$ cat config.mk
export PLATFORM = sky130hd
export DESIGN_NAME = csv_line_to_hex_frame_top
export DESIGN_NICKNAME = d
export VERILOG_FILES = /design/src/design/clhf_pkg.sv /design/src/design/csv_line_to_hex_frame_top.sv /design/src/design/clhf_front.sv /design/src/design/clhf_queue.sv /design/src/design/clhf_back.sv
export SDC_FILE = /design/constraint.sdc
export NUM_CORES = 1
export LEC_CHECK = 0
export BUFFER_PORTS_ARGS = -buffer_cell sky130_fd_sc_hd__clkbuf_2
export CORE_AREA = 4 4 141 143
export CTS_CLUSTER_DIAMETER = 150
export DETAILED_ROUTE_END_ITERATION = 10
export DIE_AREA = 0 0 145 147
export PLACE_DENSITY = 0.83
export SYNTH_ARGS = -nofsm -noshare
export SYNTH_HDL_FRONTEND = slang
export SYNTH_HIERARCHICAL = 1
export SYNTH_SLANG_ARGS = --single-unit
$ cat constraint.sdc
create_clock -name clk_i -period 4.8 [get_ports clk_i]
set_input_delay 0 -clock clk_i [delete_from_list [all_inputs] [get_ports clk_i]]
set_output_delay 0 -clock clk_i [all_outputs]
set_load 0.01 [all_outputs]
$ cat src/design/clhf_pkg.sv
// clhf_pkg: shared types and constants for the csv line to hex frame block
// no dependencies; imported by every module of the block

package clhf_pkg;

  localparam int unsigned LineMaxDef = 128;

  localparam logic [7:0] CharNl    = 8'h0A;
  localparam logic [7:0] CharCr    = 8'h0D;
  localparam logic [7:0] CharComma = 8'h2C;
  localparam logic [7:0] CharPlus  = 8'h2B;
  localparam logic [7:0] CharMinus = 8'h2D;
  localparam logic [7:0] CharNul   = 8'h00;

  localparam logic [1:0]  ModeCan  = 2'd1;
  localparam logic [11:0] FrameIdRst = 12'h123;
  localparam logic [16:0] AccCap   = 17'h1FFFF;

  // number of characters in one frame, including the closing cr
  localparam int unsigned FrameChars = 12;

  // one committed frame waiting to be printed
  typedef struct packed {
    logic [11:0] frame_id;
    logic [15:0] rpm;
    logic [7:0]  speed;
    logic [7:0]  throttle;
  } frame_t;

  function automatic logic [7:0] hex_char(input logic [3:0] nib);
    logic [7:0] ch;
    if (nib < 4'd10) begin
      ch = 8'h30 + {4'h0, nib};
    end else begin
      ch = 8'h37 + {4'h0, nib};
    end
    return ch;
  endfunction

endpackage

$ cat src/design/csv_line_to_hex_frame_top.sv
// csv_line_to_hex_frame_top: top level of the csv line to hex frame block
// depends on clhf_pkg, clhf_front, clhf_queue and clhf_back
//
// Usage:
// - slave stream carries one received serial byte per transaction, with the
//   link, forwarding and mode flags alongside; bytes are dropped while the link
//   is down. a newline ends a line of up to three comma-separated decimals
// - on newline with forwarding on and the mode set to CAN, a frame of twelve
//   characters goes out on the master stream: id (3 hex), rpm (4), speed (2),
//   throttle (2), then CR with tlast high
// - the cfg channel writes the 12-bit frame id; it is always ready
// Timing:
// - one input byte is taken every cycle while the frame queue has room
// - after its newline is taken, the first frame character goes through the queue
//   entry and then the output register, and a frame drains at one character per
//   cycle while the receiver is ready; the two-entry queue lets the parser run ahead
// - when the receiver stalls, the output register holds its character and
//   the queue fills; once it holds two frames s_axis_tready drops
// - reset clears the parser, held values (zero) and queue; frame id is 0x123

module csv_line_to_hex_frame_top import clhf_pkg::*; #(
  parameter int unsigned LINE_MAX = LineMaxDef
) (
  input  logic        clk_i,
  input  logic        rst_ni,
  input  logic        s_axis_tvalid,
  output logic        s_axis_tready,
  // rx_byte [7:0], link_up [8], forwarding_on [9], protocol_mode [11:10], zero
  input  logic [15:0] s_axis_tdata,
  output logic        m_axis_tvalid,
  input  logic        m_axis_tready,
  // tx_char [7:0]
  output logic [7:0]  m_axis_tdata,
  output logic        m_axis_tlast,
  input  logic        cfg_valid_i,
  output logic        cfg_ready_o,
  input  logic [11:0] cfg_data_i
);

  logic   in_fire, push, full, pop, head_valid;
  frame_t push_frame, head;

  assign s_axis_tready = !full;
  assign in_fire       = s_axis_tvalid && !full;
  assign cfg_ready_o   = 1'b1;

  clhf_front #(.LINE_MAX(LINE_MAX)) u_front (
    .clk_i           (clk_i),
    .rst_ni          (rst_ni),
    .in_fire_i       (in_fire),
    .rx_byte_i       (s_axis_tdata[7:0]),
    .link_up_i       (s_axis_tdata[8]),
    .forwarding_on_i (s_axis_tdata[9]),
    .protocol_mode_i (s_axis_tdata[11:10]),
    .cfg_fire_i      (cfg_valid_i),
    .cfg_data_i      (cfg_data_i),
    .push_o          (push),
    .frame_o         (push_frame)
  );

  clhf_queue u_queue (
    .clk_i        (clk_i),
    .rst_ni       (rst_ni),
    .push_i       (push),
    .push_data_i  (push_frame),
    .full_o       (full),
    .pop_i        (pop),
    .head_valid_o (head_valid),
    .head_o       (head)
  );

  clhf_back u_back (
    .clk_i         (clk_i),
    .rst_ni        (rst_ni),
    .head_valid_i  (head_valid),
    .head_i        (head),
    .pop_o         (pop),
    .m_axis_tvalid (m_axis_tvalid),
    .m_axis_tready (m_axis_tready),
    .m_axis_tdata  (m_axis_tdata),
    .m_axis_tlast  (m_axis_tlast)
  );

endmodule

$ cat src/design/clhf_front.sv
// clhf_front: byte parser for the incoming csv lines and the held values
// depends on clhf_pkg; pushes one frame_t per printable newline

module clhf_front import clhf_pkg::*; #(
  parameter int unsigned LINE_MAX = LineMaxDef
) (
  input  logic        clk_i,
  input  logic        rst_ni,
  input  logic        in_fire_i,
  input  logic [7:0]  rx_byte_i,
  input  logic        link_up_i,
  input  logic        forwarding_on_i,
  input  logic [1:0]  protocol_mode_i,
  input  logic        cfg_fire_i,
  input  logic [11:0] cfg_data_i,
  output logic        push_o,
  output frame_t      frame_o
);

  localparam int unsigned LenW = $clog2(LINE_MAX);
  localparam logic [LenW-1:0] LenLast = LenW'(LINE_MAX - 1);

  typedef enum logic [3:0] {
    PhSkip   = 4'b0001,
    PhSign   = 4'b0010,
    PhDigits = 4'b0100,
    PhDone   = 4'b1000
  } phase_e;

  phase_e          phase_q, phase_d;
  logic [LenW-1:0] len_q, len_d;
  logic [1:0]      fnum_q, fnum_d;
  logic [16:0]     acc_q, acc_d;
  logic            neg_q, neg_d;
  logic [15:0]     rpm_q, rpm_d;
  logic [7:0]      spd_q, spd_d;
  logic [7:0]      thr_q, thr_d;
  logic [15:0]     pend0_q, pend0_d;
  logic [7:0]      pend1_q, pend1_d;
  logic [7:0]      pend2_q, pend2_d;
  logic [11:0]     fid_q;

  logic        is_ws, is_dig, fin;
  logic [20:0] acc_mul;
  logic [16:0] acc_next;
  logic [15:0] fval;
  logic [15:0] p0;
  logic [7:0]  p1, p2;
  logic [2:0]  fcnt;

  assign is_ws  = (rx_byte_i == 8'h20) || (rx_byte_i >= 8'h09 && rx_byte_i <= 8'h0D);
  assign is_dig = (rx_byte_i >= 8'h30) && (rx_byte_i <= 8'h39);

  // acc * 10 + digit, saturated
  assign acc_mul = {1'b0, acc_q, 3'b000} + {3'b000, acc_q, 1'b0}
                 + {17'h0, rx_byte_i[3:0]};

  // value of the field being finished, clamped to its digit width
  always_comb begin
    if (neg_q) begin
      fval = '0;
    end else if (fnum_q == 2'd0) begin
      fval = (acc_q > 17'h0FFFF) ? 16'hFFFF : acc_q[15:0];
    end else begin
      fval = (acc_q > 17'h000FF) ? 16'h00FF : {8'h00, acc_q[7:0]};
    end
  end

  always_comb begin
    phase_d = phase_q;
    len_d   = len_q;
    fnum_d  = fnum_q;
    acc_d   = acc_q;
    neg_d   = neg_q;
    rpm_d   = rpm_q;
    spd_d   = spd_q;
    thr_d   = thr_q;
    pend0_d = pend0_q;
    pend1_d = pend1_q;
    pend2_d = pend2_q;
    push_o  = 1'b0;
    fin     = 1'b0;
    acc_next = (acc_mul > {4'h0, AccCap}) ? AccCap : acc_mul[16:0];
    p0 = pend0_q;
    p1 = pend1_q;
    p2 = pend2_q;
    fcnt = {1'b0, fnum_q};

    if (in_fire_i && link_up_i) begin
      if (rx_byte_i == CharNl) begin
        // commit converted fields, the one in progress included
        if (phase_q == PhDigits && fnum_q != 2'd3) begin
          fcnt = {1'b0, fnum_q} + 3'd1;
          case (fnum_q)
            2'd0:    p0 = fval;
            2'd1:    p1 = fval[7:0];
            default: p2 = fval[7:0];
          endcase
        end
        if (fcnt > 3'd0) rpm_d = p0;
        if (fcnt > 3'd1) spd_d = p1;
        if (fcnt > 3'd2) thr_d = p2;
        len_d   = '0;
        phase_d = PhSkip;
        fnum_d  = '0;
        acc_d   = '0;
        neg_d   = 1'b0;
        push_o  = forwarding_on_i && (protocol_mode_i == ModeCan);
      end else if (len_q < LenLast) begin
        len_d = len_q + 1'b1;
        if (rx_byte_i == CharNul) begin
          fin     = (phase_q == PhDigits);
          phase_d = PhDone;
        end else begin
          unique case (phase_q)
            PhSkip: begin
              if (is_ws) begin
                phase_d = PhSkip;
              end else if (rx_byte_i == CharPlus || rx_byte_i == CharMinus) begin
                neg_d   = (rx_byte_i == CharMinus);
                phase_d = PhSign;
              end else if (is_dig) begin
                acc_d   = {13'h0, rx_byte_i[3:0]};
                phase_d = PhDigits;
              end else begin
                phase_d = PhDone;
              end
            end
            PhSign: begin
              if (is_dig) begin
                acc_d   = {13'h0, rx_byte_i[3:0]};
                phase_d = PhDigits;
              end else begin
                phase_d = PhDone;
              end
            end
            PhDigits: begin
              if (is_dig) begin
                acc_d = acc_next;
              end else begin
                fin = 1'b1;
                // after finishing, fnum_q + 1 fields are done
                if (fnum_q < 2'd2 && rx_byte_i == CharComma) begin
                  phase_d = PhSkip;
                end else begin
                  phase_d = PhDone;
                end
              end
            end
            PhDone: phase_d = PhDone;
            default: phase_d = PhDone;
          endcase
        end
        if (fin && fnum_q != 2'd3) begin
          case (fnum_q)
            2'd0:    pend0_d = fval;
            2'd1:    pend1_d = fval[7:0];
            default: pend2_d = fval[7:0];
          endcase
          fnum_d = fnum_q + 1'b1;
          acc_d  = '0;
          neg_d  = 1'b0;
        end
      end else begin
        // overflowing byte is lost and the line starts over
        len_d   = '0;
        phase_d = PhSkip;
        fnum_d  = '0;
        acc_d   = '0;
        neg_d   = 1'b0;
      end
    end
  end

  always_ff @(posedge clk_i or negedge rst_ni) begin
    if (!rst_ni) begin
      phase_q <= PhSkip;
      len_q   <= '0;
      fnum_q  <= '0;
      acc_q   <= '0;
      neg_q   <= 1'b0;
      rpm_q   <= '0;
      spd_q   <= '0;
      thr_q   <= '0;
      fid_q   <= FrameIdRst;
    end else begin
      phase_q <= phase_d;
      len_q   <= len_d;
      fnum_q  <= fnum_d;
      acc_q   <= acc_d;
      neg_q   <= neg_d;
      rpm_q   <= rpm_d;
      spd_q   <= spd_d;
      thr_q   <= thr_d;
      if (cfg_fire_i) fid_q <= cfg_data_i;
    end
  end

  always_ff @(posedge clk_i) begin
    pend0_q <= pend0_d;
    pend1_q <= pend1_d;
    pend2_q <= pend2_d;
  end

  assign frame_o = '{frame_id: fid_q, rpm: rpm_d, speed: spd_d, throttle: thr_d};

endmodule

$ cat src/design/clhf_queue.sv
// clhf_queue: two-entry frame queue between parser and serializer
// depends on clhf_pkg for frame_t

module clhf_queue import clhf_pkg::*; (
  input  logic   clk_i,
  input  logic   rst_ni,
  input  logic   push_i,
  input  frame_t push_data_i,
  output logic   full_o,
  input  logic   pop_i,
  output logic   head_valid_o,
  output frame_t head_o
);

  frame_t     mem_q [2];
  logic       wptr_q, rptr_q;
  logic [1:0] cnt_q;

  assign full_o       = (cnt_q == 2'd2);
  assign head_valid_o = (cnt_q != 2'd0);
  assign head_o       = mem_q[rptr_q];

  always_ff @(posedge clk_i or negedge rst_ni) begin
    if (!rst_ni) begin
      wptr_q <= 1'b0;
      rptr_q <= 1'b0;
      cnt_q  <= '0;
    end else begin
      if (push_i) wptr_q <= ~wptr_q;
      if (pop_i)  rptr_q <= ~rptr_q;
      case ({push_i, pop_i})
        2'b10:   cnt_q <= cnt_q + 2'd1;
        2'b01:   cnt_q <= cnt_q - 2'd1;
        default: cnt_q <= cnt_q;
      endcase
    end
  end

  always_ff @(posedge clk_i) begin
    if (push_i) mem_q[wptr_q] <= push_data_i;
  end

endmodule

$ cat src/design/clhf_back.sv
// clhf_back: prints the head frame as twelve ascii characters
// depends on clhf_pkg; output register toward the stream receiver

module clhf_back import clhf_pkg::*; (
  input  logic       clk_i,
  input  logic       rst_ni,
  input  logic       head_valid_i,
  input  frame_t     head_i,
  output logic       pop_o,
  output logic       m_axis_tvalid,
  input  logic       m_axis_tready,
  output logic [7:0] m_axis_tdata,
  output logic       m_axis_tlast
);

  localparam logic [3:0] IdxLast = 4'(FrameChars - 1);

  logic [3:0]  idx_q;
  logic        ovld_q;
  logic [7:0]  char_q;
  logic        last_q;
  logic        load;
  logic [43:0] digits, shifted;
  logic [7:0]  next_char;

  assign load   = head_valid_i && (!ovld_q || m_axis_tready);
  assign pop_o  = load && (idx_q == IdxLast);
  assign digits = head_i;
  // most significant nibble first
  assign shifted = digits >> {(4'd10 - idx_q), 2'b00};
  assign next_char = (idx_q == IdxLast) ? CharCr : hex_char(shifted[3:0]);

  always_ff @(posedge clk_i or negedge rst_ni) begin
    if (!rst_ni) begin
      idx_q  <= '0;
      ovld_q <= 1'b0;
    end else begin
      if (load) begin
        ovld_q <= 1'b1;
        idx_q  <= (idx_q == IdxLast) ? 4'd0 : idx_q + 4'd1;
      end else if (m_axis_tready) begin
        ovld_q <= 1'b0;
      end
    end
  end

  always_ff @(posedge clk_i) begin
    if (load) begin
      char_q <= next_char;
      last_q <= (idx_q == IdxLast);
    end
  end

  assign m_axis_tvalid = ovld_q;
  assign m_axis_tdata  = char_q;
  assign m_axis_tlast  = last_q;

endmodule

==> metrics, run 1 <==
status=complete, no violations; CTS sink count=212; Net Count, Synth=950; Layout area overhead=13.0%; leakage power=5.28 nW; CP Class=flop to flop; Root Driver=clkbuf_16; synthesized area=11,000 um2; Post-Syn Instances=874; Synth Area per Inst=12.6 um2; CP max stage cell=fa_1; Final ANT Viol Nets=0; Worst Tran Pin Value=1230 ps; worst hold path class=primary input to flop; Setup TNS=0 ps; PortBufs=38; Post-Route Skew=35.6 ps; starting density of the core=0.592; Placement Cell Area=11,300 um2; pin count of the biggest net entering global routing=82; Fmax achieved=253 MHz; CP cell instances=inv_1 > fa_1 > inv_1 > fa_1 > a21o_1 > a221oi_4 > nor3_2 > a2111oi_4 > o211ai_2 > a211o_1 > nor2_1 > o21ai_0; IO Pins=45; Synth async-reset ratio=0.396; HPWL after DPL=14.3 mm; worst reg2reg path depth=12; crit path launch type=flop; Hold Startpoint=cfg_valid_i; most frequent cells after synthesis=128 x edfxtp_1, 80 x o21ai_0, 79 x dfrtp_1, 67 x nand2_1; worst flop-to-flop path startpoint=u_front/acc_q[0]$_DFFE_PN0P_; DIE AREA=21,300 um2; max-cap violations=0; Yosys cell types=71; fin nets=1,008; post-layout min period=3950 ps; number of global-route vias before repair=7,013; Die Ht=147 um; mux cell area share after synthesis=0.160; largest family of logic cells by synthesized area=multiplexers; period utilization=0.823; Crit path largest cell delay=510 ps; PwrDens=338 nW/um2; worst skew pair latency=530 ps; top-count cell post-synth=edfxtp_1; setup ws final=848 ps; RD Place Congestion=0.917; Num CTS Buffers=23; Synth area leaders=edfxtp_1 35%, dfrtp_1 18%, mux2_2 6.2%; Clock Path Buffers=3; register area share after synthesis=0.541; placed cells=1,115; Yosys reg bits=212; Synth top area share=0.349; post-CTS setup buffer count=0; worst-path maximum fanout=10; Max-slew headroom=0.178; # DRC=0; Hold Crit Depth=2; initial antenna violation count=0; cell family with most CP delay=compound AO/OA/AOI/OAI gates; non-filler cells in the finished layout=1,184; RSZ-0062 raised after global routing=no; drt wl/cell=18.4 um; Hold WS=9.90 ps; Iteration-0 DRC Markers=361; Primary FF master, synth=edfxtp_1; Row Count=50; TritonCTS clock tree=built; Worst VDD drop=0.307 mV; die width=145 um; final design utilization=0.670; Post-synth EDFFs=128; post-place setup slack=879 ps; share of cells above drive strength 1=0.235; power after layout=4.20 mW; detailed-route via count=6,963; global-route wire length before repair=35.6 mm; Pins Over Slew Limit=0; WP buf/inv=2; all-layer global routing usage=0.202; TritonRoute pass-1 iters=5; htree depth=1; adder-cell share of the synthesized area=0.0503; Req. time, crit path=5160 ps; clock transition at the registers of the reported paths=60 ps; Syn. warnings=6; Via density=5.88; gr ovfl total=0; core area=18,600 um2; Crit. path cell count=12; crit path from=u_front/acc_q[0]$_DFFE_PN0P_; fin area=12,400 um2; crit end category=flop; Synth Area in Simple Gates=0.0915; Post-Route WL=21.8 mm; cell taking the most area after synthesis=edfxtp_1; # setup viols final=0; final count of hold timing violations=0; Post-Synth XOR/XNOR Area=0.0175; Compound-Gate Fraction of Synth Area=0.107; Critical Path AT=4310 ps
state kept, by name, summed over array words and instances (netlist names), 2 cells and up:
name and cells:
u_front/thr_q 8, u_back/idx_q 4, u_back/m_axis_tdata 7, u_front/rpm_q 16, u_front/fnum_q 2, u_front/pend0_q 16, u_queue/cnt_q 2, u_front/len_q 7
u_front/fid_q 12, u_front/acc_q 17, u_front/pend2_q 8, u_front/pend1_q 8, u_front/phase_q 4, u_front/spd_q 8, u_queue/mem_q 88
what timing repair did:
item	in CTS	in global routing
hold buffers	26	0
resized for setup	0	0
hold endpoints to repair	100	0
final cells by class:
| type | count | area (um2) |
|---|---|---|
| well taps | 234 | 293 |
| flip-flops and latches | 212 | 5950 |
| inverters | 25 | 93.8 |
| repair buffers | 75 | 536 |
| multi-input cells | 595 | 4720 |
| clock buffers | 29 | 638 |
| diodes | 1 | 2.50 |
| clock inverters | 13 | 201 |
| fillers | 1289 | 6140 |
routing by layer:
layer	wire length (um)	share of wire	track usage	vias up
li1	-	-	-	3374
met4	432	0.020	0.0489	0
met3	860	0.039	0.0290	34
met2	11100	0.51	0.362	145
met5	0	0	0	-
met1	9410	0.43	0.263	3410
logic make-up (layout without fill, tap and decap cells):
kind of cell | count (synthesis) | count (layout)
adders and majority gates | 43 | 43
and+or+nand+nor | 212 | 212
other | 2 | 3
xor gates and xnor gates | 22 | 22
DFF | 212 | 212
buffers and inverters | 67 | 142
muxes | 137 | 137
AOI/OAI and AO/OA | 179 | 179
worst reg2reg max path, delay by kind of cell (launching register included):
kind | cells | cell delay, ps
and+or+nand+nor | 2 | 520
adders and majority gates | 2 | 960
buffers and inverters | 2 | 150
DFF | 1 | 440
AOI/OAI and AO/OA | 6 | 1760
worst paths after layout:
| path | end | slack (ps) |
|---|---|---|
| worst max-delay path | u_front/acc_q[14]$_DFFE_PN0P_ | 850 |
| worst min-delay path | u_front/fid_q[10]$_DFFE_PN0P_ | 10 |
| worst max register to register | u_front/acc_q[14]$_DFFE_PN0P_ | 850 |
| worst min register to register | u_queue/mem_q[0][43]$_DFFE_PP_ | 470 |
| max in group asynchronous | u_front/phase_q[3]$_DFFE_PN0P_ | 3760 |
| min in group asynchronous | u_back/idx_q[2]$_DFFE_PN0P_ | 280 |
where the power goes:
part / switching [mW] / internal, mW / total (mW)
combinational: 0.164 / 0.126 / 0.290
sequential: 0.0318 / 1.97 / 2.01
clock: 0.732 / 1.17 / 1.91
placed cells by master (no fill, tap or decap), types with 5 or more instances in the layout:
| cell | count |
|---|---|
| a21o_1 | 16 |
| a21oi_1 | 19 |
| a22oi_1 | 6 |
| a31oi_1 | 5 |
| and3_1 | 8 |
| buf_4 | 12 |
| clkbuf_16 | 23 |
| clkbuf_2 | 37 |
| dfrtp_1 | 78 |
| dfstp_2 | 5 |
| dlygate4sd3_1 | 26 |
| edfxtp_1 | 128 |
| ha_1 | 41 |
| inv_1 | 25 |
| mux2_2 | 61 |
| mux2_4 | 39 |
| mux2i_1 | 29 |
| nand2_1 | 67 |
| nand2b_1 | 7 |
| nand3_1 | 22 |
| nand4_1 | 5 |
| nor2_1 | 59 |
| nor2b_1 | 5 |
| nor3_1 | 10 |
| nor4_1 | 10 |
| o211ai_1 | 5 |
| o21ai_0 | 80 |
| o21bai_1 | 9 |
| o31a_1 | 7 |
| xnor2_1 | 13 |
| xor2_1 | 9 |
(Power assumes the default switching activity.)
==> inputs of run 2 (changes only) <==
--- a/config.mk
+++ b/config.mk
@@ -5,6 +5,7 @@
 export SDC_FILE = /design/constraint.sdc
 export NUM_CORES = 1
 export LEC_CHECK = 0
+export ABC_AREA = 1
 export BUFFER_PORTS_ARGS = -buffer_cell sky130_fd_sc_hd__clkbuf_2
 export CORE_AREA = 4 4 141 143
 export CTS_CLUSTER_DIAMETER = 150
==> constraint.sdc (replaced) <==
create_clock -name clk_i -period 3.7 [get_ports clk_i]
set_input_delay 0 -clock clk_i [delete_from_list [all_inputs] [get_ports clk_i]]
set_output_delay 0 -clock clk_i [all_outputs]
set_load 0.01 [all_outputs]
==> run 2 against run 1 <==
Total power grew 29%. Clock power increased by 7%. Area after synthesis grew 0.39%. Fmax up 35%. Critical path depth up 2. Sequential power is 33% higher. Critical endpoint is now u_front/acc_q[15]$_DFFE_PN0P_. Largest cell class unchanged. Highest routed layer unchanged.
==> metrics, run 2 <==
Setup TNS=0 ps (unchanged); Post-synth EDFFs=128 (unchanged); DIE AREA=21,300 um2 (unchanged); # DRC=0 (unchanged); Via density=5.46 (was 5.88); PortBufs=38 (unchanged); post-place setup slack=824 ps (was 879 ps); cell taking the most area after synthesis=edfxtp_1 (unchanged); commonest cells after routing, fill and taps aside=346 x nand2_1, 136 x inv_1, 128 x edfxtp_1, 89 x nor2_1, 85 x nand3_1 (was 128 x edfxtp_1, 80 x o21ai_0, 78 x dfrtp_1, 67 x nand2_1, 61 x mux2_2); synthesized area=11,000 um2 (about the same); gr ovfl total=0 (unchanged); all-layer global routing usage=0.212 (was 0.202); Yosys reg bits=212 (unchanged); ant diodes=0 (was 1); largest registers=u_queue/mem_q: 88 flops, u_front/acc_q: 17 flops (unchanged); Top reg by flops=u_queue/mem_q (unchanged); Fmax achieved=343 MHz (was 253 MHz); leakage power=5.76 nW (was 5.28 nW); most frequent cells after synthesis=346 x nand2_1, 136 x inv_1, 128 x edfxtp_1, 90 x nor2_1, 85 x nand3_1 (was 128 x edfxtp_1, 80 x o21ai_0, 79 x dfrtp_1, 67 x nand2_1); Max-slew headroom=0.331 (was 0.178); Final ANT Viol Nets=0 (unchanged); Synth Area per Inst=8.96 um2 (was 12.6 um2); # resized after CTS=0 (unchanged); register area share after synthesis=0.539 (was 0.541); Yosys cell types=46 (was 71); detailed-route via count=8,403 (was 6,963); Hold WS=20.8 ps (was 9.90 ps); worst-path maximum fanout=7 (was 10); Row Count=50 (unchanged); max-cap violations=0 (unchanged); Primary FF master, synth=edfxtp_1 (unchanged); Clock Path Buffers=3 (unchanged); Worst VDD drop=0.285 mV (was 0.307 mV); CTS sink count=212 (unchanged); Post-Route WL=22.8 mm (was 21.8 mm); initial antenna violation count=0 (unchanged); Syn. warnings=6 (unchanged); starting density of the core=0.595 (was 0.592); max reg flops=88 (unchanged); final count of hold timing violations=0 (unchanged); global-route wire length before repair=38.1 mm (was 35.6 mm); TritonCTS clock tree=built (unchanged); Synth async-reset ratio=0.396 (unchanged); Pins Over Slew Limit=0 (unchanged); Fill cells=1,405 (was 1,289); post-CTS setup buffer count=0 (unchanged); PwrDens=440 nW/um2 (was 338 nW/um2); Net Count, Synth=1,309 (was 950); crit end category=flop (unchanged); crit path launch type=flop (unchanged); worst skew pair latency=490 ps (was 530 ps); share of cells above drive strength 1=0.110 (was 0.235); period utilization=0.789 (was 0.823); Iteration-0 DRC Markers=711 (was 361); IO Pins=45 (unchanged); Critical Path AT=3260 ps (was 4310 ps); CP Class=flop to flop (unchanged); worst hold path class=primary input to flop (unchanged); drt wl/cell=14.8 um (was 18.4 um); final design utilization=0.662 (was 0.670); post-layout min period=2920 ps (was 3950 ps); Post-Syn Instances=1,233 (was 874); Worst Tran Pin Value=1000 ps (was 1230 ps); pin count of the biggest net entering global routing=70 (was 82); commonest non-fill, non-tap cell in the layout=nand2_1 (was edfxtp_1); Synth top area share=0.348 (was 0.349); Num CTS Buffers=21 (was 23); clock transition at the registers of the reported paths=60 ps (about the same); core area=18,600 um2 (unchanged); number of global-route vias before repair=8,036 (was 7,013); setup ws final=781 ps (was 848 ps); top-count cell post-synth=nand2_1 (was edfxtp_1); HPWL after DPL=15.0 mm (was 14.3 mm); htree depth=1 (unchanged); Synth area leaders=edfxtp_1 35%, dfrtp_1 18%, nand2_1 12% (was edfxtp_1 35%, dfrtp_1 18%, mux2_2 6.2%); Die Ht=147 um (unchanged); Req. time, crit path=4040 ps (was 5160 ps); TritonRoute pass-1 iters=5 (unchanged); fin nets=1,365 (was 1,008); Root Driver=clkbuf_16 (unchanged); # setup viols final=0 (unchanged); status=complete, no violations (unchanged); RD Place Congestion=0.903 (was 0.917); Post-Route Skew=12.0 ps (was 35.6 ps); die width=145 um (unchanged); RSZ-0062 raised after global routing=no (unchanged); Layout area overhead=11.3% (was 13.0%)
-- run 2: area by class of cell --
class	instances	area [um2]	area share
multi-input cells	828	4270	0.347
well taps	234	293	0.0238
inverters	152	571	0.0464
repair buffers	74	553	0.0450
clock inverters	12	115	0.00936
clock buffers	26	544	0.0443
flip-flops and latches	212	5950	0.484
-- run 2: critical path: stages, from the launching register on --
cell and delay, ps:
dfrtp_1 430, inv_1 80, fa_1 510, inv_1 70, fa_1 500, nand2_1 100
nand3_1 80, nand3_1 80, nand2_1 110, nand2_1 110, nand3b_1 80, nand2_1 70
nand2_1 100, o21ai_2 320, nand3_1 130
-- run 2: what timing repair did --
item,in CTS,in global routing
hold buffers,26,0
endpoints found under the hold margin,70,0
endpoints found under the setup margin,0,0
-- run 2: final timing paths --
check                                            endpoint  cells past startpoint  slack (ps)                          start
hold reg to reg            u_queue/mem_q[0][43]$_DFFE_PP_                      0         470  u_front/fid_q[11]$_DFFE_PN0P_
max in group asynchronous  u_front/phase_q[0]$_DFFE_PN1P_                      3        2660                         rst_ni
setup reg to reg            u_front/acc_q[15]$_DFFE_PN0P_                     14         780   u_front/acc_q[0]$_DFFE_PN0P_
hold / removal               u_front/len_q[1]$_DFFE_PN0P_                      6          20                  s_axis_tvalid
setup / recovery            u_front/acc_q[15]$_DFFE_PN0P_                     14         780   u_front/acc_q[0]$_DFFE_PN0P_
min in group asynchronous   u_front/fid_q[11]$_DFFE_PN0P_                      2          90                         rst_ni
-- run 2: cells by family (layout without fill, tap and decap cells) --
family	after synthesis	after routing	share of synthesized area
AO/OA/AOI/OAI	188	188	0.0926
XOR/XNOR	18	18	0.0160
adder cells (fa/ha/maj)	43	43	0.0501
buffers and inverters	193	264	0.0754
flip-flops	212	212	0.539
multiplexers	12	12	0.0122
other	2	2	0.000680
AND/OR/NAND/NOR	565	565	0.214
-- run 2: report_power, final --
| group | internal (mW) | leakage, nW | switching, mW |
|---|---|---|---|
| Clock | 1.19 | 0.318 | 0.850 |
| Combinational | 0.243 | 3.14 | 0.449 |
| Sequential | 2.62 | 2.30 | 0.0602 |
-- run 2: metal layers --
metal,track usage,share of wire,vias up
li1,-,-,4169
met1,0.278,0.43,3976
met2,0.380,0.51,229
met3,0.0271,0.047,29
met4,0.0485,0.014,0
met5,0,0,-
-- run 2: through the flow --
step                      power (mW)  instances  instance area, um2
after floorplan                 3.23       1233               11000
after global placement          3.36       1474               11400
after detailed placement        3.39       1474               11400
after CTS                       5.45       1538               12300
after global routing            5.66       1538               12300
final                           5.41       1538               12300
